`config.mk`:
```
export PLATFORM = sky130hd
export DESIGN_NAME = roman_numeral_to_integer_core
export DESIGN_NICKNAME = d
export VERILOG_FILES = /design/src/rtl/rn2i_pkg.sv /design/src/rtl/roman_numeral_to_integer_core.sv /design/src/rtl/rn2i_step.sv /design/src/rtl/rn2i_out_stage.sv
export SDC_FILE = /design/constraint.sdc
export NUM_CORES = 1
export LEC_CHECK = 0
export ABC_AREA = 0
export BUFFER_PORTS_ARGS = -buffer_cell sky130_fd_sc_hd__buf_2
export CAP_MARGIN = 30
export CORE_UTILIZATION = 40
export CTS_CLUSTER_SIZE = 10
export DETAILED_ROUTE_END_ITERATION = 8
export PLACE_DENSITY = 0.59
export SLEW_MARGIN = 40
export SYNTH_ARGS = -nofsm -noshare
export SYNTH_HDL_FRONTEND = slang
export SYNTH_SLANG_ARGS = --single-unit
```
`constraint.sdc`:
```
create_clock -name clk -period 13.6 [get_ports clk]
set_clock_uncertainty 0.05 [all_clocks]
set_input_delay 0.68 -clock clk [delete_from_list [all_inputs] [get_ports clk]]
set_output_delay 0.68 -clock clk [all_outputs]
set_load 0.005 [all_outputs]
```
`src/rtl/rn2i_pkg.sv`:
```
package rn2i_pkg;

	localparam int unsigned MAX_LETTERS_DEF = 20;

	localparam int unsigned VALUE_W  = 14;
	localparam int unsigned STATUS_W = 4;
	localparam int unsigned CODE_W   = 3;
	localparam int unsigned RUN_W    = 3;
	localparam int unsigned COUNT_W  = 5;
	localparam int unsigned LVAL_W   = 10;

	localparam logic [VALUE_W-1:0] VALUE_MAX = '1;

	// Letter codes, ordered by value; zero means no letter.
	localparam logic [CODE_W-1:0] CODE_NONE = 3'd0;
	localparam logic [CODE_W-1:0] CODE_I    = 3'd1;
	localparam logic [CODE_W-1:0] CODE_V    = 3'd2;
	localparam logic [CODE_W-1:0] CODE_X    = 3'd3;
	localparam logic [CODE_W-1:0] CODE_L    = 3'd4;
	localparam logic [CODE_W-1:0] CODE_C    = 3'd5;
	localparam logic [CODE_W-1:0] CODE_D    = 3'd6;
	localparam logic [CODE_W-1:0] CODE_M    = 3'd7;

	localparam logic [STATUS_W-1:0] ST_OK          = 4'd0;
	localparam logic [STATUS_W-1:0] ST_BAD_LETTER  = 4'd1;
	localparam logic [STATUS_W-1:0] ST_REPEATS     = 4'd2;
	localparam logic [STATUS_W-1:0] ST_VLD_MISUSE  = 4'd3;
	localparam logic [STATUS_W-1:0] ST_BAD_SUB     = 4'd4;
	localparam logic [STATUS_W-1:0] ST_SUB_THEN_ADD = 4'd5;
	localparam logic [STATUS_W-1:0] ST_RUN_BEFORE  = 4'd6;
	localparam logic [STATUS_W-1:0] ST_EMPTY       = 4'd7;
	localparam logic [STATUS_W-1:0] ST_TOO_LONG    = 4'd8;

	localparam logic [RUN_W-1:0] RUN_LIMIT   = 3'd3;
	localparam logic [RUN_W-1:0] RUN_LIMIT_M = 3'd5;

	typedef struct packed {
		logic [VALUE_W-1:0]  total;
		logic [CODE_W-1:0]   pending;
		logic [CODE_W-1:0]   prev;
		logic [CODE_W-1:0]   prev2;
		logic [RUN_W-1:0]    run;
		logic [COUNT_W-1:0]  count;
		logic [STATUS_W-1:0] err;
	} rn2i_state_t;

	typedef struct packed {
		logic [STATUS_W-1:0] status;
		logic [VALUE_W-1:0]  value;
	} rn2i_result_t;

	function automatic logic [CODE_W-1:0] decode_letter(input logic [7:0] ch);
		logic [CODE_W-1:0] code;
		unique case (ch) inside
			"I", "i": code = CODE_I;
			"V", "v": code = CODE_V;
			"X", "x": code = CODE_X;
			"L", "l": code = CODE_L;
			"C", "c": code = CODE_C;
			"D", "d": code = CODE_D;
			"M", "m": code = CODE_M;
			default:  code = CODE_NONE;
		endcase
		return code;
	endfunction

	function automatic logic [LVAL_W-1:0] letter_value(input logic [CODE_W-1:0] code);
		logic [LVAL_W-1:0] v;
		unique case (code)
			CODE_I:  v = 10'd1;
			CODE_V:  v = 10'd5;
			CODE_X:  v = 10'd10;
			CODE_L:  v = 10'd50;
			CODE_C:  v = 10'd100;
			CODE_D:  v = 10'd500;
			CODE_M:  v = 10'd1000;
			default: v = 10'd0;
		endcase
		return v;
	endfunction

	function automatic logic [VALUE_W-1:0] add_sat(input logic [VALUE_W-1:0] a,
			input logic [LVAL_W-1:0] b);
		logic [VALUE_W:0] s;
		s = {1'b0, a} + {{(VALUE_W + 1 - LVAL_W){1'b0}}, b};
		return s[VALUE_W] ? VALUE_MAX : s[VALUE_W-1:0];
	endfunction

endpackage

```
`src/rtl/roman_numeral_to_integer_core.sv`:
```
// Roman numeral to integer converter.
// The input stream carries one ASCII character per item in s_tdata, upper or
// lower case, with s_tlast on the final character of a numeral. After that
// final item one result item appears on the output stream: the value and a
// status code, where status zero means a well-formed numeral and any other
// status forces the value to zero. Items without s_tlast produce no output.
// A NUL character with s_tlast ends the numeral without adding a letter.
// The final character is registered in the input stage, and its result in
// the output register that drives m_tvalid. One item is accepted every
// cycle unless the output stalls: the input register feeds a single stage
// of letter checks and saturating adds, whose result lands in the output
// register. When the receiver holds m_tready low with a result waiting, the
// whole pipeline freezes and s_tready falls until the result is taken.
// Reset clears the running state, the input valid and the output valid, so
// the first item after reset begins a new numeral. The state also returns
// to empty after every result item.
module roman_numeral_to_integer_core #(
	parameter int unsigned MAX_LETTERS = rn2i_pkg::MAX_LETTERS_DEF
) (
	input  logic        clk,
	input  logic        arst_n,
	input  logic        s_tvalid,
	output logic        s_tready,
	input  logic [7:0]  s_tdata,  // [7:0] letter
	input  logic        s_tlast,
	output logic        m_tvalid,
	input  logic        m_tready,
	output logic [23:0] m_tdata   // [13:0] value, [17:14] status, rest zero
);

	logic                   advance;
	logic                   in_valid_s1;
	logic [7:0]             letter_s1;
	logic                   last_s1;
	rn2i_pkg::rn2i_state_t  state_q;
	rn2i_pkg::rn2i_state_t  state_d;
	rn2i_pkg::rn2i_result_t result;
	rn2i_pkg::rn2i_result_t result_q;

	assign advance  = !m_tvalid || m_tready;
	assign s_tready = advance;

	always_ff @(posedge clk or negedge arst_n) begin
		if (!arst_n) begin
			in_valid_s1 <= 1'b0;
			state_q     <= '0;
		end else if (advance) begin
			in_valid_s1 <= s_tvalid;
			if (in_valid_s1) begin
				state_q <= state_d;
			end
		end
	end

	always_ff @(posedge clk) begin
		if (advance) begin
			letter_s1 <= s_tdata;
			last_s1   <= s_tlast;
		end
	end

	rn2i_step #(
		.MAX_LETTERS(MAX_LETTERS)
	) u_step (
		.state_q    (state_q),
		.letter     (letter_s1),
		.last_letter(last_s1),
		.state_d    (state_d),
		.result     (result)
	);

	rn2i_out_stage u_out (
		.clk     (clk),
		.arst_n  (arst_n),
		.advance (advance),
		.load    (in_valid_s1 && last_s1),
		.result  (result),
		.valid   (m_tvalid),
		.result_q(result_q)
	);

	assign m_tdata = {6'd0, result_q.status, result_q.value};

	a_result_follows_last: assert property (@(posedge clk) disable iff (!arst_n)
		$rose(m_tvalid) |-> $past(in_valid_s1 && last_s1))
		else $error("result item without a final character");

	a_state_cleared: assert property (@(posedge clk) disable iff (!arst_n)
		(advance && in_valid_s1 && last_s1) |=> (state_q == '0))
		else $error("state not cleared after a result");

	a_error_value_zero: assert property (@(posedge clk) disable iff (!arst_n)
		(m_tvalid && result_q.status != rn2i_pkg::ST_OK) |-> (result_q.value == '0))
		else $error("nonzero value with an error status");

	a_ok_value_nonzero: assert property (@(posedge clk) disable iff (!arst_n)
		(m_tvalid && result_q.status == rn2i_pkg::ST_OK) |-> (result_q.value != '0))
		else $error("zero value with ok status");

endmodule

```
`src/rtl/rn2i_step.sv`:
```
module rn2i_step #(
	parameter int unsigned MAX_LETTERS = rn2i_pkg::MAX_LETTERS_DEF
) (
	input  rn2i_pkg::rn2i_state_t  state_q,
	input  logic [7:0]             letter,
	input  logic                   last_letter,
	output rn2i_pkg::rn2i_state_t  state_d,
	output rn2i_pkg::rn2i_result_t result
);

	logic [rn2i_pkg::CODE_W-1:0]   c;
	logic [rn2i_pkg::CODE_W-1:0]   p;
	logic [rn2i_pkg::CODE_W-1:0]   b;
	logic [rn2i_pkg::RUN_W:0]      run_inc;
	logic [rn2i_pkg::RUN_W-1:0]    run;
	logic [rn2i_pkg::RUN_W-1:0]    run_limit;
	logic [rn2i_pkg::STATUS_W-1:0] e;
	logic                          sub_ok;
	rn2i_pkg::rn2i_state_t         mid;
	logic [rn2i_pkg::STATUS_W-1:0] err_f;
	logic [rn2i_pkg::VALUE_W-1:0]  total_f;

	always_comb begin
		c         = rn2i_pkg::decode_letter(letter);
		p         = state_q.prev;
		b         = state_q.prev2;
		run_inc   = {1'b0, state_q.run} + 4'd1;
		run_limit = (c == rn2i_pkg::CODE_M) ? rn2i_pkg::RUN_LIMIT_M : rn2i_pkg::RUN_LIMIT;
		sub_ok    = (p == rn2i_pkg::CODE_I || p == rn2i_pkg::CODE_X || p == rn2i_pkg::CODE_C)
			&& ({1'b0, c} <= {1'b0, p} + 4'd2);
		run       = '0;
		e         = rn2i_pkg::ST_OK;

		if (c == rn2i_pkg::CODE_NONE) begin
			e = rn2i_pkg::ST_BAD_LETTER;
		end else begin
			if (c == p) begin
				run = run_inc[rn2i_pkg::RUN_W] ? '1 : run_inc[rn2i_pkg::RUN_W-1:0];
			end else begin
				run = 3'd1;
			end
			if (run > run_limit) begin
				e = rn2i_pkg::ST_REPEATS;
			end else if ((p == rn2i_pkg::CODE_V || p == rn2i_pkg::CODE_L ||
					p == rn2i_pkg::CODE_D) && c >= p) begin
				e = rn2i_pkg::ST_VLD_MISUSE;
			end else if (p != rn2i_pkg::CODE_NONE && c > p && !sub_ok) begin
				e = rn2i_pkg::ST_BAD_SUB;
			end else if (b != rn2i_pkg::CODE_NONE && b < p && c == b) begin
				e = rn2i_pkg::ST_SUB_THEN_ADD;
			end else if (p != rn2i_pkg::CODE_NONE && c > p && state_q.run >= 3'd2) begin
				e = rn2i_pkg::ST_RUN_BEFORE;
			end
		end
		if (e == rn2i_pkg::ST_OK && state_q.count >= rn2i_pkg::COUNT_W'(MAX_LETTERS)) begin
			e = rn2i_pkg::ST_TOO_LONG;
		end

		mid = state_q;
		if (state_q.err == rn2i_pkg::ST_OK) begin
			mid.err = e;
		end
		if (state_q.count != '1) begin
			mid.count = state_q.count + 5'd1;
		end
		if (c == rn2i_pkg::CODE_NONE) begin
			mid.pending = rn2i_pkg::CODE_NONE;
		end else if (state_q.pending == rn2i_pkg::CODE_NONE) begin
			mid.pending = c;
		end else if (state_q.pending < c) begin
			mid.total = rn2i_pkg::add_sat(state_q.total,
				rn2i_pkg::letter_value(c) - rn2i_pkg::letter_value(state_q.pending));
			mid.pending = rn2i_pkg::CODE_NONE;
		end else begin
			mid.total = rn2i_pkg::add_sat(state_q.total,
				rn2i_pkg::letter_value(state_q.pending));
			mid.pending = c;
		end
		mid.prev2 = p;
		mid.prev  = c;
		mid.run   = run;

		// A NUL character adds no letter.
		if (letter == 8'd0) begin
			mid = state_q;
		end

		err_f = mid.err;
		if (mid.err == rn2i_pkg::ST_OK && mid.count == '0) begin
			err_f = rn2i_pkg::ST_EMPTY;
		end
		total_f = rn2i_pkg::add_sat(mid.total, rn2i_pkg::letter_value(mid.pending));

		result.status = err_f;
		result.value  = (err_f != rn2i_pkg::ST_OK) ? '0 : total_f;

		state_d = last_letter ? '0 : mid;
	end

endmodule

```
`src/rtl/rn2i_out_stage.sv`:
```
module rn2i_out_stage (
	input  logic                   clk,
	input  logic                   arst_n,
	input  logic                   advance,
	input  logic                   load,
	input  rn2i_pkg::rn2i_result_t result,
	output logic                   valid,
	output rn2i_pkg::rn2i_result_t result_q
);

	always_ff @(posedge clk or negedge arst_n) begin
		if (!arst_n) begin
			valid <= 1'b0;
		end else if (advance) begin
			valid <= load;
		end
	end

	always_ff @(posedge clk) begin
		if (advance && load) begin
			result_q <= result;
		end
	end

endmodule
```
; After elaboration in Yosys (flattened, before gate mapping)
; Cells that the tools add are included.
[totals]
register_bits = 64
in_bits = 13
output_inout_bits = 26
word_cells = 148
[op_classes]
add_sub_neg = 7
order_cmp = 8
eq_ne = 45
n_mux = 38
reduce_logical = 37
[ops]
columns = cell, n
row1 = 10-bit one-hot mux with 7 select lines, 3
row2 = "8-bit by 7-bit == test with 1-bit output, second input constant", 14
row3 = 10-bit 2-to-1 mux, 9
row4 = 14-bit 2-to-1 mux, 5
row5 = 35-bit 2-to-1 mux, 2
row6 = 14-bit by 10-bit adder with 15-bit output, 3
row7 = "3-bit == test, second input constant", 15
row8 = 4-bit 2-to-1 mux, 8
row9 = "3-bit by 2-bit == test with 1-bit output, second input constant", 8
row10 = 3-bit 2-to-1 mux, 8
row11 = 3-bit one-hot mux with 7 select lines, 1
row12 = 17-bit 2-to-1 mux, 1
row13 = 2-bit OR reduction, 7
row14 = "3-bit by 1-bit == test with 1-bit output, second input constant", 4
row15 = 4-bit zero test, 3
row16 = 1-bit logical AND, 11
row17 = 10-bit subtractor, 1
row18 = 8-bit zero test, 1
row19 = 3-bit == test, 2
row20 = 3-bit greater-than comparator, 2
row21 = 3-bit zero test, 2
row22 = 3-bit less-than comparator, 2
row23 = 3-bit nonzero test, 2
row24 = "5-bit by 1-bit adder with 5-bit output, second input constant", 1
row25 = other kinds (15), 20

; Depth between registers and ports, before layout
[depth]
depth_word = 21
depth_mapped = 38
depth_no_buf = 35

; Modules after synthesis
; A second synthesis with hierarchy kept.
[hier_totals]
hier_cells = 681
area_unflattened_um2 = 6322.3
[by_module_without_submodules]
columns = mod, n_inst, cells_each, area_each_um2, seq_area_each_um2
row1 = rn2i_step, 1, 566, 3905.0, 0.0
row2 = roman_numeral_to_integer_core, 1, 94, 1829.3, 1171.1
row3 = rn2i_out_stage, 1, 21, 588.1, 565.5

; Least setup slack after synthesis
; Ideal clock, no wire load.
[synth_timing]
kind = reg-to-reg
start = register letter_s1[2]
end = register, netlist name u_out.result_q[10]
setup_time_ns = 0.144
t_arrival_ns = 6.618
t_required_ns = 13.406
slack_ns = 6.788
path_stages_with_launch = 37
path_buffers = 2
cell_sequence = edfxtp_1 > nor3b_2 > and3_1 > o21bai_2 > inv_1 > nor2_1 > or3_1 > ha_1 > fa_1 > nor2b_1 > o21ai_0 > nand2b_1 > a21o_1 > a21oi_1 > o211ai_1 > o21ai_0 > ha_1 > o21ai_0 > nand2b_1 > a21oi_1 > o31ai_1 > clkbuf_1 > o22ai_1 > o21ai_0 > ha_1 > inv_1 > fa_1 > nor2b_1 > o21ai_0 > nand2b_1 > a21o_1 > nand2_1 > a21oi_1 > a311oi_1 > or4b_4 > buf_6 > o21ai_2
[synth_via]
elab_chain_len = 21
elab_cells_between_ends = 86
[synth_rtl]
columns = item, line_no
row1 = "start, declared", roman_numeral_to_integer_core.sv:33  ; logic [7:0] letter_s1;
row2 = "start signal, assigned", roman_numeral_to_integer_core.sv:57  ; letter_s1 <= s_tdata;
row3 = branches (longest 16 deep; another with 14-bit by 10-bit adder with 15-bit output), -
row4 = 35-bit 2-to-1 mux (*), rn2i_step.sv:84  ; if (letter == 8'd0) begin
row5 = branches (longest 4 deep; another with 14-bit by 10-bit adder with 15-bit output), -
; Every way passes the cells marked *. The select of a mux whose other input is x is not followed.
; A chain may end at the register's enable or synchronous reset.

; Worst setup path in the final report
[layout_timing]
start = register letter_s1[1]
end = register, netlist name u_out.result_q[0]
[layout_via]
elab_chain_len = 21
elab_cells_between_ends = 86
[layout_rtl]
columns = item, line_no
row1 = branches (longest 16 deep; another with 14-bit by 10-bit adder with 15-bit output), -
row2 = 35-bit 2-to-1 mux (*), rn2i_step.sv:84
row3 = branches (longest 4 deep; another with 14-bit by 10-bit adder with 15-bit output), -
; Marks and branches as above.

==> impl_metrics.tcl <==
set metrics [dict create \
    crit_start "letter_s1[1]$_DFFE_PN_" \
    synth_edf_count 27 \
    r2r_end "u_out.result_q[0]$_SDFFCE_PP0P_" \
    seq_area_frac_synth_pct 31.4 \
    cts_buffer_depth 2 \
    max_stage_delay_ns 0.56 \
    dr.pass1.iters 7 \
    drt-initial-drc-count 322 \
    area_growth_syn_to_layout_pct 10.4 \
    cap_violations 0 \
    htree_levels 3 \
    grt_pass1_vias 4345 \
    grt-ovfl-total 0 \
    clk_latency_ns 0.34 \
    routed_wl_microns 12900 \
    tns_ns 0 \
    ys_warn_count 0 \
    post-route-period-util_pct 56.5 \
    synthTopCellsByCount "ha_1, nand2_1, nor2_1, o21ai_0, inv_1" \
    cp.buffers_inverters 3 \
    status "finished clean" \
    cts_setup_buffers 0 \
    antenna_left 0 \
    slew_headroom_pct 50.9 \
    arrival_ns 7.71 \
    ys.flop_type "dfrtp_1" \
    slowest_stage "a311oi_1" \
    clk_pin_slew_worst_paths_ns 0.06 \
    hold_buffers 0 \
    synth_top_area_share_pct 16.7 \
    ir_worst_vdd_mv 0.0547 \
    max_freq_mhz 130 \
    final_nets 720 \
    dr_total_vias 4739 \
    avgSynthCellArea_sq_um 8.79 \
    start_util_pct 41.4 \
    dieArea_sq_mm 0.0143 \
    cts_num_sinks 64 \
    worstPathMaxFanout 13 \
    rr_worst_depth 36 \
    hp-class "input pin to asynchronous set/reset pin" \
    finalSetupViolCount 0 \
    worst_pin_slew_ns 0.737 \
    final_max_slew_viol_count 0 \
    rows 42 \
    synth.most_common_cell "ha_1" \
    final_layout_size_suffix_gt1_share_pct 11.1 \
    grt_usage_pct 18.8 \
    synthTopCellsByArea "dfrtp_1, edfxtp_1, ha_1, o21ai_0, a21oi_1" \
    port_buffers 32 \
    gp_congestion 0.865 \
    period_minus_slack_ns 7.68 \
    endpoint "u_out.result_q[0]$_SDFFCE_PP0P_" \
    antenna_found_initial 0 \
    pwr_density_cell_mw_per_mm2 96.4 \
    hold_viol 0 \
    drc_errors 0 \
    die_y_microns 120 \
    syn_inst 629 \
    grt_max_degree 38 \
    synth_top_area_cell "dfrtp_1" \
    yosysUniqueCellTypes 70 \
    rsz0062_at_grt "no" \
    netlist_area_sq_mm 0.00553 \
    end_kind "register" \
    p_leak_nw 2.80 \
    routed_via_density 5.70 \
    dieWidth_microns 120 \
    crit_top_cell "o21ai_0" \
    dp_hpwl_microns 10100 \
    core_area_sq_mm 0.0133 \
    cp-start-kind "register" \
    insertedDiodeCount 0 \
    pin_count 39 \
    regToRegStartpoint "letter_s1[1]$_DFFE_PN_" \
    r2r_setup_slack_ns 5.92 \
    grt_pass1_wl_microns 21200 \
    worstSetupPathDepth 36 \
    cts-resized-gates 0 \
    cts_tree "built" \
    wire_per_inst_microns 15.5 \
    cpLargestDelayFamily "compound AO/OA/AOI/OAI gates" \
    async_reset_ff_share_pct 57.8 \
    cts-root-buf "clkbuf_16" \
    yosys_register_bits 64 \
    fin_util_pct 45.7 \
    setup.worst_path.class "register to register" \
    required_ns 13.63 \
    numCtsBuffers 9 \
]
-- sequential cells by signal, summed over array words and instances (netlist names) --
register        flops
last_s1             1
in_valid_s1         1
u_out.result_q     18
state_q            35
u_out.valid         1
letter_s1           8
-- worst reg2reg max path, delay by kind of cell, from the launching register on --
family                     cells  cell delay [ns]
buffers and inverters          3             0.43
AOI/OAI and AO/OA             17             3.52
DFF                            1             0.53
adders and majority gates      4             0.90
xor gates and xnor gates       1             0.09
and+or+nand+nor               11             1.92
-- final cells by class --
type,count,area [sq um]
timing repair buffer,33,170
tap,176,220
fill,1288,7240
inverter,41,154
clock buffer,12,268
multi-input combinational,501,3510
sequential,64,1740
clock inverter,4,50.0
-- kinds of logic (layout without fill, tap and decap cells) --
family	count (synthesis)	after routing	share of synthesized area, %
other	1	6	0.0678
multiplexers	6	6	1.15
buffers and inverters	69	90	5.59
XOR/XNOR	37	37	5.86
adder cells (fa/ha/maj)	57	57	13.4
AND/OR/NAND/NOR	191	191	17.8
flip-flops	64	64	31.4
AO/OA/AOI/OAI	204	204	24.7
-- through the flow --
step | cell area [sq um] | power (mW) | hold WS [ns] | std cells | setup slack, ns
after floorplan | 5550 | 0.316 | 0.334 | 634 | 6.79
after global placement | 5780 | 0.343 | 0.460 | 815 | 6.28
after detailed placement | 5790 | 0.346 | 0.465 | 815 | 5.95
after CTS | 6100 | 0.596 | 0.263 | 831 | 5.93
after global routing | 6100 | 0.618 | 0.289 | 831 | 5.10
final | 6100 | 0.588 | 0.256 | 831 | 5.92
-- layout by cell type (no fill, tap or decap), types with 4 or more instances in the layout --
master      n
a211oi_1    7
a21boi_0    4
a21o_1     12
a21oi_1    39
a22o_1     14
a31oi_1     5
and2_1      5
and3_1      7
buf_2      31
clkbuf_16  10
conb_1      6
dfrtp_1    37
edfxtp_1   27
fa_1        4
ha_1       53
inv_1      41
nand2_1    48
nand2b_1   15
nand3_1    11
nand4_1     4
nor2_1     47
nor2b_1    13
nor3_1     12
o21ai_0    48
o21ai_1     4
o21ai_2    10
o21bai_1    6
o22ai_1    13
o31ai_1     6
or3_1       9
xnor2_1    22
xor2_1     15
-- per-layer routing --
layer | vias up | track usage [%] | part of all wire, %
li1 | 2352 | - | -
met1 | 2243 | 25.3 | 49
met2 | 124 | 29.8 | 45
met3 | 20 | 3.33 | 4.2
met4 | 0 | 7.58 | 2.3
met5 | - | 0 | 0
-- report_power, final --
group | switching (mW) | total (mW) | leakage, nW | internal (mW)
Clock | 0.0881 | 0.246 | 0.150 | 0.158
Sequential | 0.0146 | 0.230 | 0.771 | 0.215
Combinational | 0.0686 | 0.113 | 1.88 | 0.0445
Total | 0.171 | 0.588 | 2.80 | 0.417
-- how the worst min path moves through the flow --
stage | to | slack [ns] | cells past startpoint
2_1_floorplan | in_valid_s1$_DFFE_PN0N_ | 0.33 | 0
3_3_place_gp | state_q[1]$_DFFE_PN0P_ | 0.46 | 2
3_5_place_dp | state_q[1]$_DFFE_PN0P_ | 0.47 | 2
4_1_cts | state_q[24]$_DFFE_PN0P_ | 0.26 | 1
5_1_grt | state_q[31]$_DFFE_PN0P_ | 0.29 | 1
6_report | state_q[31]$_DFFE_PN0P_ | 0.26 | 1
Note: power is estimated with default switching activity, not from simulation.
